$ cat src/design/baro_second_order_compensation_assert.svh
// Assertion helpers shared by the compensation block.
`ifndef BARO_SECOND_ORDER_COMPENSATION_ASSERT_SVH
`define BARO_SECOND_ORDER_COMPENSATION_ASSERT_SVH

// Same-cycle implication, checked outside reset.
`define BSOC_ASSERT_IMP(lbl, clk, rst_n, ante, cons) \
    lbl: assert property (@(posedge clk) disable iff (!rst_n) (ante) |-> (cons)) \
        else $error("bsoc: same-cycle check failed");

// Next-cycle implication, checked outside reset.
`define BSOC_ASSERT_NXT(lbl, clk, rst_n, ante, cons) \
    lbl: assert property (@(posedge clk) disable iff (!rst_n) (ante) |=> (cons)) \
        else $error("bsoc: next-cycle check failed");

`endif

$ cat src/design/bsoc_pkg.sv
`default_nettype none
package bsoc_pkg;

    // Field widths
    localparam int RAW_W   = 24;
    localparam int CAL_W   = 16;
    localparam int PRES_W  = 17;
    localparam int TEMP_W  = 20;
    localparam int ADDR_W  = 5;
    localparam int DATA_W  = 32;

    // Internal datapath widths
    localparam int DT_W    = 25;
    localparam int OFF1_W  = 37;
    localparam int SENS1_W = 36;
    localparam int T2_W    = 18;
    localparam int OFF_W   = 40;
    localparam int SENS_W  = 40;

    // Temperature thresholds in hundredths of a degree
    localparam logic signed [TEMP_W-1:0] TEMP_REF = 20'sd2000;
    localparam logic signed [TEMP_W-1:0] TEMP_LOW = -20'sd1500;

    // Accepted pressure window and temperature output bounds
    localparam int P_MIN_PA     = 30000;
    localparam int P_MAX_PA     = 120000;
    localparam int TEMP_OUT_MIN = -260200;
    localparam int TEMP_OUT_MAX = 133100;

    // Calibration register indexes
    typedef enum logic [2:0] {
        REG_C1 = 3'd0,
        REG_C2 = 3'd1,
        REG_C3 = 3'd2,
        REG_C4 = 3'd3,
        REG_C5 = 3'd4,
        REG_C6 = 3'd5
    } t_reg_idx;

    typedef struct packed {
        logic [CAL_W-1:0] c1;
        logic [CAL_W-1:0] c2;
        logic [CAL_W-1:0] c3;
        logic [CAL_W-1:0] c4;
        logic [CAL_W-1:0] c5;
        logic [CAL_W-1:0] c6;
    } t_cal;

    // First-order results
    typedef struct packed {
        logic        [RAW_W-1:0]   d1;
        logic signed [TEMP_W-1:0]  temp1;
        logic signed [OFF1_W-1:0]  off1;
        logic signed [SENS1_W-1:0] sens1;
        logic        [T2_W-1:0]    t2;
    } t_fo;

    // Fully corrected terms
    typedef struct packed {
        logic        [RAW_W-1:0]  d1;
        logic signed [TEMP_W-1:0] temp;
        logic signed [OFF_W-1:0]  off;
        logic signed [SENS_W-1:0] sens;
    } t_so;

endpackage
`default_nettype wire

$ cat src/design/bsoc_second_order.sv
`default_nettype none
module bsoc_second_order import bsoc_pkg::*; (
    input  wire logic i_clk,
    input  wire logic i_rst_n,
    input  wire logic i_valid,
    output logic      o_ready,
    input  wire t_fo  i_fo,
    output logic      o_valid,
    input  wire logic i_ready,
    output t_so       o_so
);

    logic [1:0] r_vld;
    logic [2:0] w_rdy;

    // Stage 4: squares and threshold flags
    logic        [RAW_W-1:0]   r_s4_d1;
    logic signed [TEMP_W-1:0]  r_s4_temp1;
    logic signed [OFF1_W-1:0]  r_s4_off1;
    logic signed [SENS1_W-1:0] r_s4_sens1;
    logic        [T2_W-1:0]    r_s4_t2;
    logic signed [41:0]        r_s4_aa, n_s4_aa;
    logic signed [41:0]        r_s4_bb, n_s4_bb;
    logic                      r_s4_lt20, n_s4_lt20;
    logic                      r_s4_ltm15, n_s4_ltm15;
    logic signed [TEMP_W:0]    w_a;
    logic signed [TEMP_W:0]    w_b;

    // Stage 5: corrected terms
    t_so r_s5, n_s5;
    logic signed [44:0] w_aa5;
    logic signed [44:0] w_bb7;
    logic signed [45:0] w_bb11;
    logic signed [46:0] w_off2;
    logic signed [46:0] w_sens2;

    assign w_rdy[2] = i_ready;
    assign w_rdy[1] = !r_vld[1] || w_rdy[2];
    assign w_rdy[0] = !r_vld[0] || w_rdy[1];

    assign o_ready = w_rdy[0];
    assign o_valid = r_vld[1];
    assign o_so    = r_s5;

    always_ff @(posedge i_clk) begin
        if (!i_rst_n) begin
            r_vld <= '0;
        end else begin
            if (w_rdy[0]) r_vld[0] <= i_valid;
            if (w_rdy[1]) r_vld[1] <= r_vld[0];
        end
    end

    // Distances from the two thresholds, squared
    assign w_a        = i_fo.temp1 - TEMP_REF;
    assign w_b        = i_fo.temp1 - TEMP_LOW;
    assign n_s4_aa    = w_a * w_a;
    assign n_s4_bb    = w_b * w_b;
    assign n_s4_lt20  = i_fo.temp1 < TEMP_REF;
    assign n_s4_ltm15 = i_fo.temp1 < TEMP_LOW;

    // Constant multiples by shift and add
    assign w_aa5  = (45'(r_s4_aa) <<< 2) + 45'(r_s4_aa);
    assign w_bb7  = (45'(r_s4_bb) <<< 3) - 45'(r_s4_bb);
    assign w_bb11 = (46'(r_s4_bb) <<< 3) + (46'(r_s4_bb) <<< 1) + 46'(r_s4_bb);

    // Gather OFF2 and SENS2 below each threshold
    always_comb begin
        w_off2  = '0;
        w_sens2 = '0;
        if (r_s4_lt20) begin
            w_off2  = 47'(w_aa5 >>> 1);
            w_sens2 = 47'(w_aa5 >>> 2);
            if (r_s4_ltm15) begin
                w_off2  = w_off2 + 47'(w_bb7);
                w_sens2 = w_sens2 + 47'(w_bb11 >>> 1);
            end
        end
    end

    always_comb begin
        n_s5.d1   = r_s4_d1;
        n_s5.temp = r_s4_lt20 ? r_s4_temp1 - $signed({2'b00, r_s4_t2}) : r_s4_temp1;
        n_s5.off  = OFF_W'(47'(r_s4_off1) - w_off2);
        n_s5.sens = SENS_W'(47'(r_s4_sens1) - w_sens2);
    end

    always_ff @(posedge i_clk) begin
        if (w_rdy[0] && i_valid) begin
            r_s4_d1    <= i_fo.d1;
            r_s4_temp1 <= i_fo.temp1;
            r_s4_off1  <= i_fo.off1;
            r_s4_sens1 <= i_fo.sens1;
            r_s4_t2    <= i_fo.t2;
            r_s4_aa    <= n_s4_aa;
            r_s4_bb    <= n_s4_bb;
            r_s4_lt20  <= n_s4_lt20;
            r_s4_ltm15 <= n_s4_ltm15;
        end
        if (w_rdy[1] && r_vld[0]) begin
            r_s5 <= n_s5;
        end
    end

endmodule
`default_nettype wire

$ cat config.mk
export PLATFORM = sky130hd
export DESIGN_NAME = bsoc_second_order
export DESIGN_NICKNAME = d
export VERILOG_FILES = /design/src/design/baro_second_order_compensation_assert.svh /design/src/design/bsoc_pkg.sv /design/src/design/bsoc_second_order.sv
export SDC_FILE = /design/constraint.sdc
export NUM_CORES = 2
export LEC_CHECK = 0
export ABC_AREA = 1
export BUFFER_PORTS_ARGS = -buffer_cell sky130_fd_sc_hd__buf_2
export CAP_MARGIN = 20
export CORE_MARGIN = 2
export CORE_UTILIZATION = 49
export DETAILED_ROUTE_END_ITERATION = 8
export GPL_ROUTABILITY_DRIVEN = 0
export PLACE_DENSITY_LB_ADDON = 0.08
export SYNTH_ARGS = -nofsm -noshare
export SYNTH_HDL_FRONTEND = slang
export SYNTH_SLANG_ARGS = --single-unit
$ cat constraint.sdc
create_clock -name i_clk -period 12.2 [get_ports i_clk]
set_clock_uncertainty 0.05 [all_clocks]
set_input_delay 0 -clock i_clk [delete_from_list [all_inputs] [get_ports i_clk]]
set_output_delay 0 -clock i_clk [all_outputs]
set_load 0.01 [all_outputs]
Yosys cells after proc, flatten, opt, wreduce, memory -nomap -nowiden:

Cells that the tools add are included.

* muxes and demuxes: 5
* $mul: 2
* shifts and indexed selects: 0
* order comparisons: 2
* eq/ne operators: 0
* bitwise operators: 0
* add/subtract/negate cells: 11
* reductions and logical operators: 6
* div/mod/pow operators: 0

Operator list (number)
* 2-to-1 mux 40 bit: 4
* adder 41 bit: 2
* adder 40 bit: 2
* adder 42 bit: 1
* multiplier 21 x 21 -> 42 bit: 1
* subtractor 20 x 12 -> 21 bit, second input constant: 2
* multiplier 21 x 21 -> 41 bit: 1
* < comparator 20 x 12 -> 1 bit, second input constant: 2
* subtractor 36 x 40 -> 40 bit: 1
* subtractor 37 x 40 -> 40 bit: 1
* subtractor 40 bit: 1
* 2-to-1 mux 20 bit: 1
* subtractor 20 x 19 -> 20 bit: 1
* logical AND 1 bit: 2
* zero test 1 bit: 2
* logical OR 1 bit: 2

* memories: 0
* ROM bits: 0
* bits in registers: 346
* output and inout bits: 126
* bits of input ports: 139
* bits in writable memories: 0
* logic and storage cells: 41
* latch bits: 0

Longest topological paths before layout:

* word-level depth: 6
* mapped depth: 44
* gate-level depth less buffers: 42

Least setup slack after synthesis:

OpenSTA, ideal clock, no wires.

* path kind: input port to flip-flop
* from: in i_fo[94] (netlist name)
* to: reg r_s4_bb[40] (data pin)
* buffers on the path: 3
* library setup time: 261 ps
* arrival: 7693 ps
* cell stages on the path: 36
* slack: 4197 ps
* data required time: 11889 ps
* cells stage by stage: buf_4 inv_1 buf_1 ha_1 inv_1 nand2_1 nand4_2 o21ai_1 nand2_1 nand2_1 nor3_2 nand4_1 nand2_2 buf_2 nor2_1 inv_1 fa_1 inv_1 fa_1 inv_1 fa_1 inv_1 fa_1 inv_1 fa_1 fa_1 fa_1 inv_1 ha_1 a21oi_1 o21ai_0 a211oi_1 nand3_1 nand3_1 nand2_1 xor2_1

* longest elaborated chain between the ends: 2

RTL lines
* start, declared: RTL line bsoc_second_order.sv:7 `input wire t_fo i_fo,`
* subtractor 20 x 12 -> 21 bit: RTL line bsoc_second_order.sv:56 `assign w_b = i_fo.temp1 - TEMP_LOW;`
* multiplier 21 x 21 -> 41 bit: RTL line bsoc_second_order.sv:58 `assign n_s4_bb = w_b * w_b;`
* via n_s4_bb[40]: RTL line bsoc_second_order.sv:23 `logic signed [41:0] r_s4_bb, n_s4_bb;`
* end signal, assigned: RTL line bsoc_second_order.sv:96 `r_s4_bb <= n_s4_bb;`
* end, declared: RTL line bsoc_second_order.sv:23

The timed path passes the listed nets, and every way through them passes these cells.
A chain may end at the register's enable or synchronous reset.

Worst setup path after layout:

Ends and elaborated chain as after synthesis.

==> flow_summary.ini <==
[timing]
finalSetupTns_ns = 0
holdWs_ns = 0.0204
worst_pin_slew_ns = 1.08
finalSetupViolations = 0
fmax_mhz = 106
finalHoldViolCount = 0
rsz0062_at_grt = no
min_period_over_period_pct = 77.6
slew_headroom_pct = 26.9
fin_crit_ns = 9.47
maxSlewViolCount = 0

[placement]
hpwl_um = 150000
post_dp_cell_area_um2 = 61300
portBuffers = 264

[yosys]
synth-seq-cells = 341
ys.flop_type = edfxtp_1
synth_edf_count = 339
synth-compound-area-share_pct = 9.39
seq_area_frac_synth_pct = 17.6
avgSynthCellArea_um2 = 8.41
synth-simple-area-share_pct = 15.8
yosys_warnings = 0
yosys.area_share.xor_xnor_pct = 4.36
synth_area_um2 = 58200
synthCells = 6921
synth_nets = 8459
synth_fa_ha_area_share_pct = 41.7
synth_top_family_by_area = adder cells
synthArstFlopShare_pct = 0
synth_mux_area_share_pct = 0.0194
ys_types = 63

[route]
drtPass1Iterations = 9
wl_met2_um = 81600
routed_wl_um = 180000
wl_met3_um = 13300
m1WireLength_um = 76000
highest_layer = met4
antenna_left = 0
wl_per_cell_um = 20.2
vias = 48014
vias_per_cell = 5.38
drtIter0Drc = 3871
drc = 0

[min_path]
hold_depth = 2
hold_path_class = in2reg

[cells_and_area]
final_area_um2 = 64600
nNetsFinal = 8899
area_growth_pct = 11.0
final_common_cell = inv_1
drive_gt1_share_pct = 6.25
final_cell_mix = 1583 x inv_1, 1115 x nand2_1, 902 x fa_1, 674 x nor2_1, 497 x ha_1

[status]
outcome = finished, final reports clean

[floorplan]
start_util_pct = 49.3
die_x_um = 349
fp.dieH_um = 349
die_area_um2 = 122000
ios = 265
rows = 126
core_area_um2 = 118000

[clocking]
post-cts-setup-buffer-count = 0
clock_latency_ns = 0.67
htreeDepth = 2
ctsResizeCount = 0
clkTransAtPathRegs_ns = 0.06
cts_hold_buf = 186
clock-sinks = 341
cts_buffer_depth = 3
cts_tree = done
cts_buffers = 44
cts_root_buffer = clkbuf_16

[critical_path]
start_kind = input pin
r2r_cells = 31
critPathArrivalTime_ns = 9.77
critical-path-max-stage-delay_ns = 0.71
path_max_fanout = 28
crit_type = in2reg
end_kind = flop
cp_data_required_time_ns = 12.50
cpMaxStageDelayCell = fa_1

[global_route]
grt_max_degree = 95
antenna_found_initial = 2
grt_pass1_vias = 49489
grt.overflow.total = 0
grt_pass1_wl_um = 281000
grtUsageTotal_pct = 30.0

[run]
maxCapViolations = 0
[critical path, delay by kind of cell]
| kind | cells | cell delay (ns) |
|---|---|---|
| fa+ha+maj | 9 | 4.68 |
| buf+inv | 10 | 2.56 |
| simple gates | 11 | 1.57 |
| compound gates | 4 | 0.79 |
| xor+xnor | 1 | 0.13 |
[sequential cells by signal (all words and copies together), names as in the netlist, 2 cells and up]
signal / count
r_s4_t2: 18
r_vld: 2
r_s4_temp1: 20
r_s4_off1: 37
r_s4_sens1: 36
o_so: 124
r_s4_bb: 38
r_s4_aa: 40
r_s4_d1: 24
[stage by stage]
stage | setup slack (ns) | util [%] | instances
2_1_floorplan | 4.20 | - | 6921
3_3_place_gp | 2.89 | 52.0 | 8665
3_5_place_dp | 2.68 | 52.0 | 8665
4_1_cts | 2.80 | 54.8 | 8930
5_1_grt | 2.06 | 54.8 | 8931
6_report | 2.73 | 54.8 | 8931
[kinds of logic (layout without fill, tap and decap cells)]
family,Yosys count,in the layout
and+or+nand+nor,2214,2214
DFF,341,341
xor gates and xnor gates,289,289
buffers and inverters,1706,2179
muxes,1,1
AOI/OAI and AO/OA,970,970
other,1,2
adders and majority gates,1399,1399
[cell type report]
type                    count  area (um2)
clock buffers              52        1130
inverters                1614        6070
well taps                1536        1920
fillers                 11014       53300
multi-input cells        4874       41500
clock inverters            27         305
diodes                      1        2.50
flip-flops and latches    341       10200
repair buffers            486        3450
[cell usage after synthesis (all sizes together), types with 5 or more instances]
cell	instances	area, um2
o21ai	312	1580
nor4	25	163
or2	13	81.3
edfxtp	339	10200
a211oi	8	60.1
and2	5	31.3
a31oi	65	407
a21o	60	450
buf	33	215
o21a	18	135
a21oi	405	2030
fa	902	18100
nor2	704	2810
nand3b	6	45.0
o31ai	6	45.0
o2111ai	6	52.6
inv	1606	6040
o211ai	19	143
clkbuf	59	221
xor2	179	1580
nand2	1132	4300
a21boi	16	120
nand4	47	300
nand3	215	1080
clkinv	8	30.0
ha	497	6220
and3	6	37.5
o221ai	14	123
xnor2	110	963
nor3	58	305
o21bai	33	248
[final timing paths]
check / slack [ns] / from / end
min reg2reg: 0.37 / r_s4_d1[19] / o_so[119]
min: 0.02 / i_fo[38] / r_s4_sens1[20]
max: 2.73 / i_fo[94] / r_s4_bb[40]
max reg2reg: 4.22 / r_s4_aa[2] / o_so[79]
[metal layers]
| layer | vias up | track usage (%) |
|---|---|---|
| met5 | - | 0 |
| met4 | 0 | 13.6 |
| met3 | 358 | 3.49 |
| met2 | 1912 | 48.9 |
| met1 | 23186 | 40.4 |
| li1 | 22558 | - |
Power is not shown: default switching activity piles up to over one toggle a cycle in this logic, so the estimate is an artifact.
