### src/design/baro_second_order_compensation_assert.svh
// Assertion helpers shared by the compensation block.
`ifndef BARO_SECOND_ORDER_COMPENSATION_ASSERT_SVH
`define BARO_SECOND_ORDER_COMPENSATION_ASSERT_SVH

// Same-cycle implication, checked outside reset.
`define BSOC_ASSERT_IMP(lbl, clk, rst_n, ante, cons) \
    lbl: assert property (@(posedge clk) disable iff (!rst_n) (ante) |-> (cons)) \
        else $error("bsoc: same-cycle check failed");

// Next-cycle implication, checked outside reset.
`define BSOC_ASSERT_NXT(lbl, clk, rst_n, ante, cons) \
    lbl: assert property (@(posedge clk) disable iff (!rst_n) (ante) |=> (cons)) \
        else $error("bsoc: next-cycle check failed");

`endif

### src/design/bsoc_pkg.sv
`default_nettype none
package bsoc_pkg;

    // Field widths
    localparam int RAW_W   = 24;
    localparam int CAL_W   = 16;
    localparam int PRES_W  = 17;
    localparam int TEMP_W  = 20;
    localparam int ADDR_W  = 5;
    localparam int DATA_W  = 32;

    // Internal datapath widths
    localparam int DT_W    = 25;
    localparam int OFF1_W  = 37;
    localparam int SENS1_W = 36;
    localparam int T2_W    = 18;
    localparam int OFF_W   = 40;
    localparam int SENS_W  = 40;

    // Temperature thresholds in hundredths of a degree
    localparam logic signed [TEMP_W-1:0] TEMP_REF = 20'sd2000;
    localparam logic signed [TEMP_W-1:0] TEMP_LOW = -20'sd1500;

    // Accepted pressure window and temperature output bounds
    localparam int P_MIN_PA     = 30000;
    localparam int P_MAX_PA     = 120000;
    localparam int TEMP_OUT_MIN = -260200;
    localparam int TEMP_OUT_MAX = 133100;

    // Calibration register indexes
    typedef enum logic [2:0] {
        REG_C1 = 3'd0,
        REG_C2 = 3'd1,
        REG_C3 = 3'd2,
        REG_C4 = 3'd3,
        REG_C5 = 3'd4,
        REG_C6 = 3'd5
    } t_reg_idx;

    typedef struct packed {
        logic [CAL_W-1:0] c1;
        logic [CAL_W-1:0] c2;
        logic [CAL_W-1:0] c3;
        logic [CAL_W-1:0] c4;
        logic [CAL_W-1:0] c5;
        logic [CAL_W-1:0] c6;
    } t_cal;

    // First-order results
    typedef struct packed {
        logic        [RAW_W-1:0]   d1;
        logic signed [TEMP_W-1:0]  temp1;
        logic signed [OFF1_W-1:0]  off1;
        logic signed [SENS1_W-1:0] sens1;
        logic        [T2_W-1:0]    t2;
    } t_fo;

    // Fully corrected terms
    typedef struct packed {
        logic        [RAW_W-1:0]  d1;
        logic signed [TEMP_W-1:0] temp;
        logic signed [OFF_W-1:0]  off;
        logic signed [SENS_W-1:0] sens;
    } t_so;

endpackage
`default_nettype wire

### src/design/bsoc_ifs.sv
`default_nettype none


interface bsoc_out_if
    import bsoc_pkg::*;
();
    logic                     valid;
    logic                     ready;
    logic [PRES_W-1:0]        pressure_pa;
    logic signed [TEMP_W-1:0] temperature_centi;
    logic                     status;

    modport source(output valid, output pressure_pa, output temperature_centi,
                   output status, input ready);
    modport sink(input valid, input pressure_pa, input temperature_centi,
                 input status, output ready);
endinterface
`default_nettype wire

### src/design/bsoc_pressure.sv
`default_nettype none
module bsoc_pressure import bsoc_pkg::*; (
    input  wire logic  i_clk,
    input  wire logic  i_rst_n,
    input  wire logic  i_valid,
    output logic       o_ready,
    input  wire t_so   i_so,
    bsoc_out_if.source o_out
);

    logic [1:0] r_vld;
    logic [2:0] w_rdy;

    // Stage 6: D1 * SENS as two partial products
    logic        [43:0]       r_s6_plo, n_s6_plo;
    logic signed [44:0]       r_s6_phi, n_s6_phi;
    logic signed [OFF_W-1:0]  r_s6_off;
    logic signed [TEMP_W-1:0] r_s6_temp;

    // Stage 7: pressure, range check, output register
    logic        [PRES_W-1:0] r_s7_pa, n_s7_pa;
    logic signed [TEMP_W-1:0] r_s7_temp;
    logic                     r_s7_bad, n_s7_bad;
    logic signed [65:0]       w_full;
    logic signed [44:0]       w_x;
    logic signed [45:0]       w_y;
    logic signed [30:0]       w_p;

    assign w_rdy[2] = o_out.ready;
    assign w_rdy[1] = !r_vld[1] || w_rdy[2];
    assign w_rdy[0] = !r_vld[0] || w_rdy[1];

    assign o_ready                 = w_rdy[0];
    assign o_out.valid             = r_vld[1];
    assign o_out.pressure_pa       = r_s7_pa;
    assign o_out.temperature_centi = r_s7_temp;
    assign o_out.status            = r_s7_bad;

    always_ff @(posedge i_clk) begin
        if (!i_rst_n) begin
            r_vld <= '0;
        end else begin
            if (w_rdy[0]) r_vld[0] <= i_valid;
            if (w_rdy[1]) r_vld[1] <= r_vld[0];
        end
    end

    // Split SENS into a signed upper half and an unsigned lower half
    assign n_s6_plo = i_so.d1 * i_so.sens[19:0];
    assign n_s6_phi = $signed({1'b0, i_so.d1}) * $signed(i_so.sens[SENS_W-1:20]);

    // P = ((D1 * SENS >> 21) - OFF) >> 15
    assign w_full = $signed({r_s6_phi, 20'h00000}) + $signed({22'd0, r_s6_plo});
    assign w_x    = 45'(w_full >>> 21);
    assign w_y    = 46'(w_x) - 46'(r_s6_off);
    assign w_p    = 31'(w_y >>> 15);

    // Reject pressure outside the window and zero the field
    assign n_s7_bad = (w_p < $signed(31'(P_MIN_PA))) || (w_p > $signed(31'(P_MAX_PA)));
    assign n_s7_pa  = n_s7_bad ? '0 : w_p[PRES_W-1:0];

    always_ff @(posedge i_clk) begin
        if (w_rdy[0] && i_valid) begin
            r_s6_plo  <= n_s6_plo;
            r_s6_phi  <= n_s6_phi;
            r_s6_off  <= i_so.off;
            r_s6_temp <= i_so.temp;
        end
        if (w_rdy[1] && r_vld[0]) begin
            r_s7_pa   <= n_s7_pa;
            r_s7_temp <= r_s6_temp;
            r_s7_bad  <= n_s7_bad;
        end
    end

endmodule
`default_nettype wire

### src/flat_wrapper.sv
// flat-port wrapper written by rule: the top's interface ports become plain ports
module bsoc_pressure_flat import bsoc_pkg::*;
  (i_clk, i_rst_n, i_valid, o_ready, i_so, o_out_valid, o_out_pressure_pa, o_out_temperature_centi, o_out_status, o_out_ready);
  bsoc_out_if o_out_i ();
  input  wire logic i_clk;
  input  wire logic i_rst_n;
  input  wire logic i_valid;
  output logic o_ready;
  input  wire t_so i_so;
  output wire logic [$bits(o_out_i.valid)-1:0] o_out_valid;
  output wire logic [$bits(o_out_i.pressure_pa)-1:0] o_out_pressure_pa;
  output wire logic [$bits(o_out_i.temperature_centi)-1:0] o_out_temperature_centi;
  output wire logic [$bits(o_out_i.status)-1:0] o_out_status;
  input wire logic [$bits(o_out_i.ready)-1:0] o_out_ready;
  assign o_out_valid = o_out_i.valid;
  assign o_out_pressure_pa = o_out_i.pressure_pa;
  assign o_out_temperature_centi = o_out_i.temperature_centi;
  assign o_out_status = o_out_i.status;
  assign o_out_i.ready = o_out_ready;
  bsoc_pressure u_core (.i_clk(i_clk), .i_rst_n(i_rst_n), .i_valid(i_valid), .o_ready(o_ready), .i_so(i_so), .o_out(o_out_i));
endmodule
### config.mk
export PLATFORM = sky130hd
export DESIGN_NAME = bsoc_pressure_flat
export DESIGN_NICKNAME = d
export VERILOG_FILES = /design/src/design/baro_second_order_compensation_assert.svh /design/src/design/bsoc_pkg.sv /design/src/design/bsoc_ifs.sv /design/src/design/bsoc_pressure.sv /design/src/flat_wrapper.sv
export SDC_FILE = /design/constraint.sdc
export NUM_CORES = 2
export LEC_CHECK = 0
export BUFFER_PORTS_ARGS = -buffer_cell sky130_fd_sc_hd__buf_4
export CAP_MARGIN = 40
export CORE_MARGIN = 8
export CORE_UTILIZATION = 66
export CTS_CLUSTER_SIZE = 40
export DETAILED_ROUTE_END_ITERATION = 7
export GPL_TIMING_DRIVEN = 0
export PLACE_DENSITY_LB_ADDON = 0.25
export SETUP_SLACK_MARGIN = 0.2
export SLEW_MARGIN = 20
export SYNTH_ARGS = -nofsm -noshare
export SYNTH_HDL_FRONTEND = slang
export SYNTH_SLANG_ARGS = --single-unit
### constraint.sdc
create_clock -name i_clk -period 9.5 [get_ports i_clk]
set_input_delay 0.475 -clock i_clk [delete_from_list [all_inputs] [get_ports i_clk]]
set_output_delay 0.475 -clock i_clk [all_outputs]
set_load 0.05 [all_outputs]
-- Yosys cells after proc, flatten, opt, wreduce, memory -nomap -nowiden
Cells that the tools add are included.
- flip-flop bits (word level): 189
- bits of input ports: 128
- output and inout port bits: 40
- add/subtract/negate cells: 2
- $mul: 2
- magnitude comparators: 2
- reduce and logical (&&, ||, !) cells: 7
- operators with widths (kind ; count):
    adder 65 x 45 -> 66 bit ; 1
    subtractor 45 x 40 -> 46 bit ; 1
    multiplier 25 x 20 -> 45 bit ; 1
    multiplier 24 x 20 -> 44 bit ; 1
    greater-than comparator 31 x 18 -> 1 bit, second input constant ; 1
    < comparator 31 x 16 -> 1 bit, second input constant ; 1
    logical OR 1 bit ; 3
    logical AND 1 bit ; 2
    logical NOT 1 bit ; 2

-- Logic depth before layout (Yosys ltp)
- word-level depth: 4
- gate-level depth with buffers: 29
- depth with buffers taken out: 28

-- Worst setup path after synthesis
OpenSTA, ideal clock, no wires.
- path type: input to register
- from: input port i_so[22] in the netlist's numbering
- to: register u_core.r_s6_phi[42] (data pin)
- data arrival time: 6.801 ns
- data required time: 9.242 ns
- path slack: 2.441 ns
- stages on the path: 28
- buffers on the path: 1
- cell sequence: clkbuf_1 -> and2_1 -> fa_1 -> fa_1 -> inv_1 -> fa_1 -> inv_1 -> fa_1 -> inv_1 -> fa_1 -> inv_1 -> fa_1 -> inv_1 -> fa_1 -> inv_1 -> ha_1 -> o21a_1 -> o211ai_1 -> nand3_1 -> o21ai_0 -> nor2_1 -> a21oi_1 -> o32ai_1 -> o221ai_1 -> o21a_1 -> o311ai_0 -> a21oi_1 -> xnor2_1
- word-level cells in the longest chain between the ends: 1
- RTL lines (item ; line ; RTL):
    start, declared ; flat_wrapper.sv:9 ; input wire t_so i_so;
    multiplier 25 x 20 -> 45 bit ; bsoc_pressure.sv:50 ; assign n_s6_phi = $signed({1'b0, i_so.d1}) * $signed(i_so.sens[SENS_W-1:20]);
    via u_core.n_s6_phi[42] ; bsoc_pressure.sv:16 ; logic signed [44:0] r_s6_phi, n_s6_phi;
    end signal, assigned ; bsoc_pressure.sv:65 ; r_s6_phi <= n_s6_phi;
    end, declared ; bsoc_pressure.sv:16 ;
The timed path passes the listed nets, and every way through them passes these cells.
A chain may end at the register's enable or synchronous reset.

-- Worst setup path after layout
- from: input port i_so[100] in the netlist's numbering
- to: register u_core.r_s6_plo[43] (data pin)
- word-level cells in the longest chain between the ends: 1
- RTL lines (item ; line ; RTL):
    multiplier 24 x 20 -> 44 bit ; bsoc_pressure.sv:49 ; assign n_s6_plo = i_so.d1 * i_so.sens[19:0];
    via u_core.n_s6_plo[43] ; bsoc_pressure.sv:15 ; logic [43:0] r_s6_plo, n_s6_plo;
    end signal, assigned ; bsoc_pressure.sv:64 ; r_s6_plo <= n_s6_plo;
    end, declared ; bsoc_pressure.sv:15 ;
The timed path passes the listed nets, and every way through them passes these cells.

==> run summary <==
Starting DRT DRC Count - 2779
Reg2Reg Launch Point - u_core.r_s6_plo[20]
Initial Util - 66.6%
Final hold viol count - 0
Via count - 30800
Arr. time, crit path - 9.05 ns
WHS - 0.185 ns
Post-Synthesis Cells - 4268
Yosys cell types - 83
Seq/Total Area, Yosys - 12.6%
Number of buffers created by CTS - 17
Endpoint of the lowest-slack register-to-register path - u_core.o_out.pressure_pa[2]
Slew Viols, Final - 0
CTS max path bufs - 2
Wirelength per Cell - 22.1 microns
Post-synthesis cell area - 40100 sq um
H-Tree Depth - 4
Failing checks - design-rule violations
Setup ws final - 0.616 ns
EDFF count, synth - 167
Clk_skew - 0.0167 ns
Row Count - 90
Min-delay src - i_so[77]
Root Buffer - clkbuf_16
RePlAce Congestion - 1.07
Status - finished with violations
Height of the die - 262 microns
Tmin final - 8.88 ns
FMAX - 113 MHz
Worst min-delay path category - input port to register
DRT Wirelength - 116000 microns
Rel. slew slack - 32.4%
Area of the die - 68900 sq um
Setup-failing EPs final - 0
Final ANT Viol Nets - 0
CP top delay family - adder cells
Most frequent cells in the layout - inv_1 (947), fa_1 (785), nand2_1 (570), and2_1 (452), ha_1 (400)
I/O Buffers - 145
Setup slack after placement - 0.543 ns
Global-route wire length before repair - 180000 microns
Ys async rst share - 0%
Post-synthesis register bit count - 169
Synth area leaders - fa_1 (39%), edfxtp_1 (13%), ha_1 (12%)
Grt ovf - 0
Worst setup path end - u_core.r_s6_plo[43]
Actual slew at the worst max-slew pin - 1.01 ns
Commonest non-fill, non-tap cell in the layout - inv_1
Final period utilization - 93.5%
Worst setup EP type - register
RSZ-0062 raised after global routing - no
DRC errors left - 43
Number of global-route vias before repair - 32300
Largest net degree at the start of global routing - 52
FF+latch area - 5050 sq um
GRT Total Usage - 33.9%
Path depth of the worst reg2reg path - 29
Vias per inst - 5.84
Dpl hpwl - 96600 microns
Synth top area share - 39.2%
Initial antenna violation count - 22
Register-to-register setup slack - 2.44 ns
Synthesized area per cell - 9.39 sq um
Cts hold-fix bufs - 0
Fin nets - 5782
Area of the multi-input gates - 30800 sq um
Largest stage delay on the critical path - 0.72 ns
Filler cell count - 4468
Crit path launch - i_so[100]
Core Area - 60200 sq um
Worst Path Required - 9.67 ns
Die X - 262 microns
Buf+Inv Stages, Crit Path - 7
CTS tree - done
CTS clk-pin slew, worst paths - 0.08 ns
Synthesis-to-finish area growth - 8.00%
Slowest-stage cell, CP - clkbuf_1
Final setup TNS - 0 ns
CP Max Fanout - 10
I/O pin cnt - 168
CP Launch Type - input port
Top cell type by total area after synthesis - fa_1
Critical Setup Path Class - input port to register
Synth Net Count - 5581
Yosys warning count - 0
Most used cell, CP - fa_1
Worst path depth - 28
CTS resizes - 0
DR pass1 iterations - 8
Maxcap violations - 0
CTS Sinks - 169
Postcts setup bufs - 0
Most common flop cell mapped by yosys - edfxtp_1
Share of cells above drive strength 1 - 5.80%
Clock Latency Late Sink - 0.46 ns
-- how the worst min path moves through the flow --
stage | end | cells after the start
detailed placement | u_core.o_out.temperature_centi[4] | 0
global placement | u_core.o_out.temperature_centi[1] | 0
global route | u_core.r_s6_off[33] | 1
finish | u_core.r_s6_off[37] | 1
CTS | u_core.r_s6_off[37] | 1
floorplan | u_core.o_out.temperature_centi[0] | 0
-- Yosys cell counts, drive strengths merged, types with 27 or more instances --
master and count:
a21o 49, a21oi 103, and2 453, clkbuf 179, edfxtp 167, fa 785, ha 400, inv 947
nand2 570, nand2b 33, nand3 32, nor2 102, nor2b 27, nor3 35, o21a 31, o21ai 56
xnor2 95, xor2 31
-- layout make-up --
type	count	share of cell area (%)
Timing Repair Buffer	182	3.58
Sequential cell	169	11.7
Clock buffer	17	0.982
Multi-Input combinational cell	2967	71.1
Tap cell	782	2.26
Clock inverter	15	0.483
Antenna cell	14	0.0809
Buffer	185	1.67
Inverter	947	8.21
-- sequential cells by signal, summed over array words and instances, names as in the netlist --
signal,flops
u_core.o_out.pressure_pa,17
u_core.o_out.status,1
u_core.o_out.temperature_centi,20
u_core.r_s6_off,40
u_core.r_s6_phi,45
u_core.r_s6_plo,24
u_core.r_s6_temp,20
u_core.r_vld,2
-- routing by layer --
layer	up-vias	wire, microns	GRT usage (%)
met5	-	173	0.995
met1	15000	41000	41.4
met4	10	7840	18.8
met2	1908	50900	52.1
li1	13400	-	-
met3	523	16500	12.6
-- through the flow --
stage / instance area [sq um] / utilization [%] / cells
floorplan: 40100 / - / 4268
global placement: 42200 / 70.0 / 5195
detailed placement: 42500 / 70.5 / 5217
CTS: 43100 / 71.5 / 5249
global route: 43300 / 71.8 / 5269
finish: 43300 / 71.9 / 5278
-- kinds of logic (layout without fill, tap and decap cells) --
logic type      Yosys count  after routing  share of synthesized area (%)
simple gates           1314           1314                           16.4
fa+ha+maj              1185           1185                           51.7
xor+xnor                126            126                           2.77
buf+inv                1132           1346                           10.7
other cells               0             14                              0
mux                       5              5                          0.128
compound gates          337            337                           5.79
flops                   169            169                           12.6
-- worst register-to-register path: cells and delay by family, from the launching register on --
family,cells,cell delay (ns)
buf+inv,2,0.46
simple gates,12,2.15
compound gates,11,2.65
flops,1,0.39
mux,1,0.25
fa+ha+maj,2,0.85
xor+xnor,1,0.15
Power is left out: the tool's default activity adds up to more than one toggle a clock period on the data nets, which glitch-free logic cannot reach.
