--- config.mk ---
export PLATFORM = sky130hd
export DESIGN_NAME = bsoc_first_order_flat
export DESIGN_NICKNAME = d
export VERILOG_FILES = /design/src/design/baro_second_order_compensation_assert.svh /design/src/design/bsoc_pkg.sv /design/src/design/bsoc_ifs.sv /design/src/design/bsoc_first_order.sv /design/src/flat_wrapper.sv
export SDC_FILE = /design/constraint.sdc
export NUM_CORES = 2
export LEC_CHECK = 0
export ABC_CLOCK_PERIOD_IN_PS = 16900
export CAP_MARGIN = 20
export CELL_PAD_IN_SITES_DETAIL_PLACEMENT = 1
export CELL_PAD_IN_SITES_GLOBAL_PLACEMENT = 2
export CORE_ASPECT_RATIO = 1.1
export CORE_MARGIN = 2
export CORE_UTILIZATION = 30
export DETAILED_ROUTE_END_ITERATION = 10
export DONT_BUFFER_PORTS = 1
export PLACE_DENSITY = 0.58
export REMOVE_ABC_BUFFERS = 1
export SLEW_MARGIN = 10
export SYNTH_ARGS = -nofsm -noshare
export SYNTH_HDL_FRONTEND = slang
export SYNTH_SLANG_ARGS = --single-unit
--- constraint.sdc ---
create_clock -name i_clk -period 16.9 [get_ports i_clk]
set_clock_uncertainty 0.1 [all_clocks]
set_input_delay 2.535 -clock i_clk [delete_from_list [all_inputs] [get_ports i_clk]]
set_output_delay 2.535 -clock i_clk [all_outputs]
set_load 0.03 [all_outputs]
--- src/design/baro_second_order_compensation_assert.svh ---
// Assertion helpers shared by the compensation block.
`ifndef BARO_SECOND_ORDER_COMPENSATION_ASSERT_SVH
`define BARO_SECOND_ORDER_COMPENSATION_ASSERT_SVH

// Same-cycle implication, checked outside reset.
`define BSOC_ASSERT_IMP(lbl, clk, rst_n, ante, cons) \
    lbl: assert property (@(posedge clk) disable iff (!rst_n) (ante) |-> (cons)) \
        else $error("bsoc: same-cycle check failed");

// Next-cycle implication, checked outside reset.
`define BSOC_ASSERT_NXT(lbl, clk, rst_n, ante, cons) \
    lbl: assert property (@(posedge clk) disable iff (!rst_n) (ante) |=> (cons)) \
        else $error("bsoc: next-cycle check failed");

`endif

--- src/design/bsoc_pkg.sv ---
`default_nettype none
package bsoc_pkg;

    // Field widths
    localparam int RAW_W   = 24;
    localparam int CAL_W   = 16;
    localparam int PRES_W  = 17;
    localparam int TEMP_W  = 20;
    localparam int ADDR_W  = 5;
    localparam int DATA_W  = 32;

    // Internal datapath widths
    localparam int DT_W    = 25;
    localparam int OFF1_W  = 37;
    localparam int SENS1_W = 36;
    localparam int T2_W    = 18;
    localparam int OFF_W   = 40;
    localparam int SENS_W  = 40;

    // Temperature thresholds in hundredths of a degree
    localparam logic signed [TEMP_W-1:0] TEMP_REF = 20'sd2000;
    localparam logic signed [TEMP_W-1:0] TEMP_LOW = -20'sd1500;

    // Accepted pressure window and temperature output bounds
    localparam int P_MIN_PA     = 30000;
    localparam int P_MAX_PA     = 120000;
    localparam int TEMP_OUT_MIN = -260200;
    localparam int TEMP_OUT_MAX = 133100;

    // Calibration register indexes
    typedef enum logic [2:0] {
        REG_C1 = 3'd0,
        REG_C2 = 3'd1,
        REG_C3 = 3'd2,
        REG_C4 = 3'd3,
        REG_C5 = 3'd4,
        REG_C6 = 3'd5
    } t_reg_idx;

    typedef struct packed {
        logic [CAL_W-1:0] c1;
        logic [CAL_W-1:0] c2;
        logic [CAL_W-1:0] c3;
        logic [CAL_W-1:0] c4;
        logic [CAL_W-1:0] c5;
        logic [CAL_W-1:0] c6;
    } t_cal;

    // First-order results
    typedef struct packed {
        logic        [RAW_W-1:0]   d1;
        logic signed [TEMP_W-1:0]  temp1;
        logic signed [OFF1_W-1:0]  off1;
        logic signed [SENS1_W-1:0] sens1;
        logic        [T2_W-1:0]    t2;
    } t_fo;

    // Fully corrected terms
    typedef struct packed {
        logic        [RAW_W-1:0]  d1;
        logic signed [TEMP_W-1:0] temp;
        logic signed [OFF_W-1:0]  off;
        logic signed [SENS_W-1:0] sens;
    } t_so;

endpackage
`default_nettype wire

--- src/design/bsoc_ifs.sv ---
`default_nettype none
interface bsoc_in_if
    import bsoc_pkg::*;
();
    logic             valid;
    logic             ready;
    logic [RAW_W-1:0] raw_pressure;
    logic [RAW_W-1:0] raw_temperature;

    modport source(output valid, output raw_pressure, output raw_temperature, input ready);
    modport sink(input valid, input raw_pressure, input raw_temperature, output ready);
endinterface

`default_nettype wire

--- src/design/bsoc_first_order.sv ---
`default_nettype none
module bsoc_first_order import bsoc_pkg::*; (
    input  wire logic i_clk,
    input  wire logic i_rst_n,
    input  wire t_cal i_cal,
    bsoc_in_if.sink   i_in,
    output logic      o_valid,
    input  wire logic i_ready,
    output t_fo       o_fo
);

    logic [2:0] r_vld;
    logic [3:0] w_rdy;

    // Stage 1: temperature difference
    logic        [RAW_W-1:0] r_s1_d1;
    logic signed [DT_W-1:0]  r_s1_dt;
    logic signed [DT_W-1:0]  n_s1_dt;

    // Stage 2: products of dT
    logic        [RAW_W-1:0] r_s2_d1;
    logic signed [41:0]      r_s2_mt, n_s2_mt;
    logic signed [41:0]      r_s2_mo, n_s2_mo;
    logic signed [41:0]      r_s2_ms, n_s2_ms;
    logic signed [49:0]      r_s2_mq, n_s2_mq;

    // Stage 3: first-order terms
    t_fo r_s3, n_s3;

    // Per-stage ready; a bubble lets upstream advance past a stall
    assign w_rdy[3] = i_ready;
    assign w_rdy[2] = !r_vld[2] || w_rdy[3];
    assign w_rdy[1] = !r_vld[1] || w_rdy[2];
    assign w_rdy[0] = !r_vld[0] || w_rdy[1];

    assign i_in.ready = w_rdy[0];
    assign o_valid    = r_vld[2];
    assign o_fo       = r_s3;

    always_ff @(posedge i_clk) begin
        if (!i_rst_n) begin
            r_vld <= '0;
        end else begin
            if (w_rdy[0]) r_vld[0] <= i_in.valid;
            if (w_rdy[1]) r_vld[1] <= r_vld[0];
            if (w_rdy[2]) r_vld[2] <= r_vld[1];
        end
    end

    // dT = D2 - C5 * 256
    assign n_s1_dt = $signed({1'b0, i_in.raw_temperature})
                   - $signed({1'b0, i_cal.c5, 8'h00});

    // Multiply dT by its coefficients and by itself
    assign n_s2_mt = r_s1_dt * $signed({1'b0, i_cal.c6});
    assign n_s2_mo = r_s1_dt * $signed({1'b0, i_cal.c4});
    assign n_s2_ms = r_s1_dt * $signed({1'b0, i_cal.c3});
    assign n_s2_mq = r_s1_dt * r_s1_dt;

    // Scale and offset into TEMP, OFF, SENS and T2
    always_comb begin
        n_s3.d1    = r_s2_d1;
        n_s3.temp1 = $signed(TEMP_W'(r_s2_mt >>> 23)) + TEMP_REF;
        n_s3.off1  = $signed({5'h00, i_cal.c2, 16'h0000})
                   + $signed(OFF1_W'(r_s2_mo >>> 7));
        n_s3.sens1 = $signed({5'h00, i_cal.c1, 15'h0000})
                   + $signed(SENS1_W'(r_s2_ms >>> 8));
        n_s3.t2    = T2_W'(r_s2_mq >>> 31);
    end

    // Advance payload where the stage loads
    always_ff @(posedge i_clk) begin
        if (w_rdy[0] && i_in.valid) begin
            r_s1_d1 <= i_in.raw_pressure;
            r_s1_dt <= n_s1_dt;
        end
        if (w_rdy[1] && r_vld[0]) begin
            r_s2_d1 <= r_s1_d1;
            r_s2_mt <= n_s2_mt;
            r_s2_mo <= n_s2_mo;
            r_s2_ms <= n_s2_ms;
            r_s2_mq <= n_s2_mq;
        end
        if (w_rdy[2] && r_vld[1]) begin
            r_s3 <= n_s3;
        end
    end

endmodule
`default_nettype wire

--- src/flat_wrapper.sv ---
// flat-port wrapper written by rule: the top's interface ports become plain ports
module bsoc_first_order_flat import bsoc_pkg::*;
  (i_clk, i_rst_n, i_cal, o_valid, i_ready, o_fo, i_in_valid, i_in_raw_pressure, i_in_raw_temperature, i_in_ready);
  bsoc_in_if i_in_i ();
  input  wire logic i_clk;
  input  wire logic i_rst_n;
  input  wire t_cal i_cal;
  output logic o_valid;
  input  wire logic i_ready;
  output t_fo o_fo;
  input wire logic [$bits(i_in_i.valid)-1:0] i_in_valid;
  input wire logic [$bits(i_in_i.raw_pressure)-1:0] i_in_raw_pressure;
  input wire logic [$bits(i_in_i.raw_temperature)-1:0] i_in_raw_temperature;
  output wire logic [$bits(i_in_i.ready)-1:0] i_in_ready;
  assign i_in_i.valid = i_in_valid;
  assign i_in_i.raw_pressure = i_in_raw_pressure;
  assign i_in_i.raw_temperature = i_in_raw_temperature;
  assign i_in_ready = i_in_i.ready;
  bsoc_first_order u_core (.i_clk(i_clk), .i_rst_n(i_rst_n), .i_cal(i_cal), .i_in(i_in_i), .o_valid(o_valid), .i_ready(i_ready), .o_fo(o_fo));
endmodule
======== Word level (Yosys, flattened, before mapping) ========
Index checks and enable logic that the tools add are counted.
operators by class
  add/subtract/negate cells ............... 4
  reduce and logical (&&, ||, !) cells .... 9
  multipliers ............................. 4
operator list
  cell                      number
  $mul A25 B17 Y42          3
  $mul A25 B25 Y49          1
  $add A33 B35 Y36          1
  $add A32 B34 Y35          1
  $sub A24 B24 Y25          1
  $add A19 B12 Y20 const B  1
  $logic_and A1 B1 Y1       3
  $logic_not A1 Y1          3
  $logic_or A1 B1 Y1        3
word-level totals
  bits of input ports ..................... 148
  logic and storage cells ................. 32
  flip-flop bits (word level) ............. 386

======== Logic depth before layout (Yosys ltp) ========
  depth after elaboration ................. 5
  gate-level depth with buffers ........... 28
  gate-level depth less buffers ........... 26

======== Worst setup path after synthesis ========
Ideal clock, no wire load.
  kind .................................... in2reg
  start ................................... in i_ready
  end ..................................... reg u_core.r_s2_d1[0], enable pin
  stages .................................. 2
  data arrival time ....................... 12.020 ns
  setup time .............................. 0.818 ns
  path buffers ............................ 0
  path slack .............................. 3.962 ns
  cells stage by stage .................... nor2b_1 > a21boi_0
between the ends
  cells in the longest elaborated chain, start to end .. 3
ends and longest elaborated chain
  what                  RTL line                RTL
  start, declared       flat_wrapper.sv:9       input wire logic i_ready;
  $logic_or A1 B1 Y1    bsoc_first_order.sv:32  assign w_rdy[2] = !r_vld[2] || w_rdy[3];
  $logic_or A1 B1 Y1    bsoc_first_order.sv:33  assign w_rdy[1] = !r_vld[1] || w_rdy[2];
  $logic_and A1 B1 Y1   bsoc_first_order.sv:77  if (w_rdy[1] && r_vld[0]) begin
  end signal, assigned  bsoc_first_order.sv:78  r_s2_d1 <= r_s1_d1;
  end, declared         bsoc_first_order.sv:21  logic [RAW_W-1:0] r_s2_d1;
No other way between the ends.
A chain may end at the register's enable or synchronous reset.

======== Worst setup path in the final report ========
  start ................................... reg u_core.r_s1_dt[3]
  end ..................................... reg u_core.r_s2_mq[48] (data pin)
between the ends
  cells in the longest elaborated chain, start to end .. 1
ends and longest elaborated chain
  what                    RTL line                RTL
  start, declared         bsoc_first_order.sv:17  logic signed [DT_W-1:0] r_s1_dt;
  start signal, assigned  bsoc_first_order.sv:75  r_s1_dt <= n_s1_dt;
  $mul A25 B25 Y49        bsoc_first_order.sv:58  assign n_s2_mq = r_s1_dt * r_s1_dt;
  net u_core.n_s2_mq[48]  bsoc_first_order.sv:25  logic signed [49:0] r_s2_mq, n_s2_mq;
  end signal, assigned    bsoc_first_order.sv:82  r_s2_mq <= n_s2_mq;
  end, declared           bsoc_first_order.sv:25
The timed path passes the listed nets, and every way through them passes these cells.

==> results.yml <==
critical_path:
  reg2reg_to: "u_core.r_s2_mq[48]"
  reg2regPathDepth: 25
  r2r_slack_ns: 8.09
  startpoint: "u_core.r_s1_dt[3]"
  cp-end-kind: "register"
  crit_arrival_ns: 9.13
  critPathMaxStageDelay_ns: 0.76
  required_ns: 17.22
  cpMaxStageDelayCell: "a311oi_2"
  path_common_cell: "fa_1"
  r2r_start: "u_core.r_s1_dt[3]"
  path_class: "register to register"
  critPathLaunchType: "register"
  endpoint: "u_core.r_s2_mq[48]"
  crit_fanout: 41
yosys:
  synth_seq_cells: 315
  synthesis.area_um2: 72900
  yosysTopAreaCellShare_pct: 48.5
  syn_area_per_cell_um2: 9.95
  async_flop_share_pct: 0
  synthCells: 7324
  synth_top_area_cell: "fa_1"
  synth_cell_types: 75
  yosysWarningCount: 0
  yosysSeqAreaShare_pct: 12.9
  synth_area_leaders: "fa_1 49%, edfxtp_1 13%, inv_1 10%"
  yosys_most_used_dff: "edfxtp_1"
  synth_edf_count: 312
clock_network:
  numCtsBuffers: 41
  clk_pin_slew_ns: 0.06
  cts_tree: "done"
  clock_latency_ns: 0.70
  post_cts_resize_count: 0
  cts_root_buffer: "clkbuf_16"
  cts.htree.levels: 2
  post_cts.repair.setup_buffers: 0
  clock-sinks: 315
  cts_max_path_buffers: 3
  hold_buffers: 0
die:
  fp-row-count: 189
  initial_core_util_pct: 30.2
  die_w_um: 474
  die_y_um: 521
  core_um2: 241000
  io_pins: 285
  dieArea_um2: 247000
finish:
  num-nets-final: 9538
  area_growth_pct: 6.68
  final_core_util_pct: 32.2
  final_cell_count_no_fill: 10408
  drive_gt1_share_pct: 2.38
placement:
  pre_cts_slack_ns: 7.92
  io_buffers: 0
  gp_congestion: 0.788
  dp_cells: 10327
  dpl.hpwl_mm: 169
global_routing:
  grt_pass1_vias: 55826
  grt_usage_pct: 18.6
  grt_max_degree: 76
  antenna_found_initial: 16
  grt_pass1_wl_mm: 345
  grt_overflow: 0
outcome:
  status: "complete, no violations"
sta:
  layout_min_cycle_time_ns: 8.81
  worst_slack_ns: 8.09
  rsz0062_at_grt: "no"
  clock.fmax_ghz: 0.114
  setup_viol: 0
  slew_viol_final: 0
  worst_slew_pin_slew_ns: 1.04
  slew-limit-headroom_pct: 30.1
  post-route-period-util_pct: 52.1
  fin_tns_setup_ns: 0
  final_hold_viol_count: 0
detailed_routing:
  drtPass1Iterations: 4
  via_per_inst: 4.51
  drt-wirelength-per-cell_um: 21.2
  routed_wirelength_mm: 221
  drtIter0Drc: 1599
  drc_errors: 0
  antenna_left: 0
  vias: 46890
hold_path:
  worstHoldPathType: "register to register"
  hold_start: "u_core.r_s2_mq[31]"
job:
  maxCapViolations: 0
-- layout by cell type, fill, tap and decap left out, drive strengths merged, types with 46 or more instances in the layout --
cell type  count
inv         2042
nor2         119
a21oi        104
ha           500
xnor2        133
nand2        916
and2         627
o21ai         52
edfxtp       312
fa          1767
clkbuf        46
buf           65
-- worst min path at each step --
| stage | end | depth (start not counted) |
|---|---|---|
| 6_report | u_core.o_fo[0] | 0 |
| 4_1_cts | u_core.o_fo[0] | 0 |
| 3_3_place_gp | u_core.r_s2_d1[4] | 0 |
| 3_5_place_dp | u_core.o_fo[131] | 0 |
| 2_1_floorplan | u_core.o_fo[0] | 0 |
| 5_1_grt | u_core.o_fo[0] | 0 |
-- state kept, by name (all words and copies together), names as in the netlist --
name and count:
u_core.o_fo 133, u_core.r_s2_mo 35, u_core.r_s2_ms 34, u_core.r_s1_dt 25, u_core.r_s1_d1 24, u_core.r_s2_d1 24
u_core.r_s2_mt 19, u_core.r_s2_mq 18, u_core.r_vld 3
-- critical path, delay by kind of cell (launching register included) --
kind / cells / cell delay, ns
and+or+nand+nor: 3 / 0.74
adders and majority gates: 8 / 3.81
xor gates and xnor gates: 1 / 0.14
AOI/OAI and AO/OA: 6 / 1.85
buffers and inverters: 7 / 1.54
DFF: 1 / 0.32
-- per-layer routing --
metal,part of all wire (%),GRT usage (%)
met1,44,24.2
met2,50,32.4
met3,3.1,2.17
met4,3.0,5.29
met5,0,0
-- cells in the mapped netlist (all sizes together) (27+ instances only) --
| master | number |
|---|---|
| o21a | 27 |
| o21ai | 52 |
| inv | 2035 |
| fa | 1767 |
| xor2 | 44 |
| nor2b | 33 |
| nand3 | 32 |
| xnor2 | 133 |
| edfxtp | 312 |
| nor3 | 38 |
| a21o | 44 |
| and2 | 627 |
| ha | 500 |
| nand2 | 916 |
| a21oi | 104 |
| nor2 | 119 |
| clkbuf | 306 |
-- cell type report --
cell class	instances	area, um2
Clock inverter	27	267
Inverter	2035	7640
Antenna cell	8	20.0
Multi-Input combinational cell	4665	54700
Fill cell	27336	164000
Tap cell	3247	4060
Clock buffer	46	1050
Sequential cell	315	9430
Timing Repair Buffer	65	601
-- cells by family after synthesis --
family | count (synthesis) | share of synthesized area (%)
AND/OR/NAND/NOR | 1869 | 12.5
buffers and inverters | 2344 | 12.1
multiplexers | 2 | 0.0275
XOR/XNOR | 177 | 2.13
adder cells (fa/ha/maj) | 2267 | 57.1
AO/OA/AOI/OAI | 350 | 3.27
flip-flops | 315 | 12.9
-- stage by stage --
step	instance area [um2]	hold slack, ns
2_1_floorplan	71700	0.300
3_3_place_gp	76400	0.300
3_5_place_dp	76400	0.305
4_1_cts	77800	0.297
5_1_grt	77800	0.306
6_report	77800	0.309
Power is not shown: default switching activity piles up to over one toggle a cycle in this logic, so the estimate is an artifact.
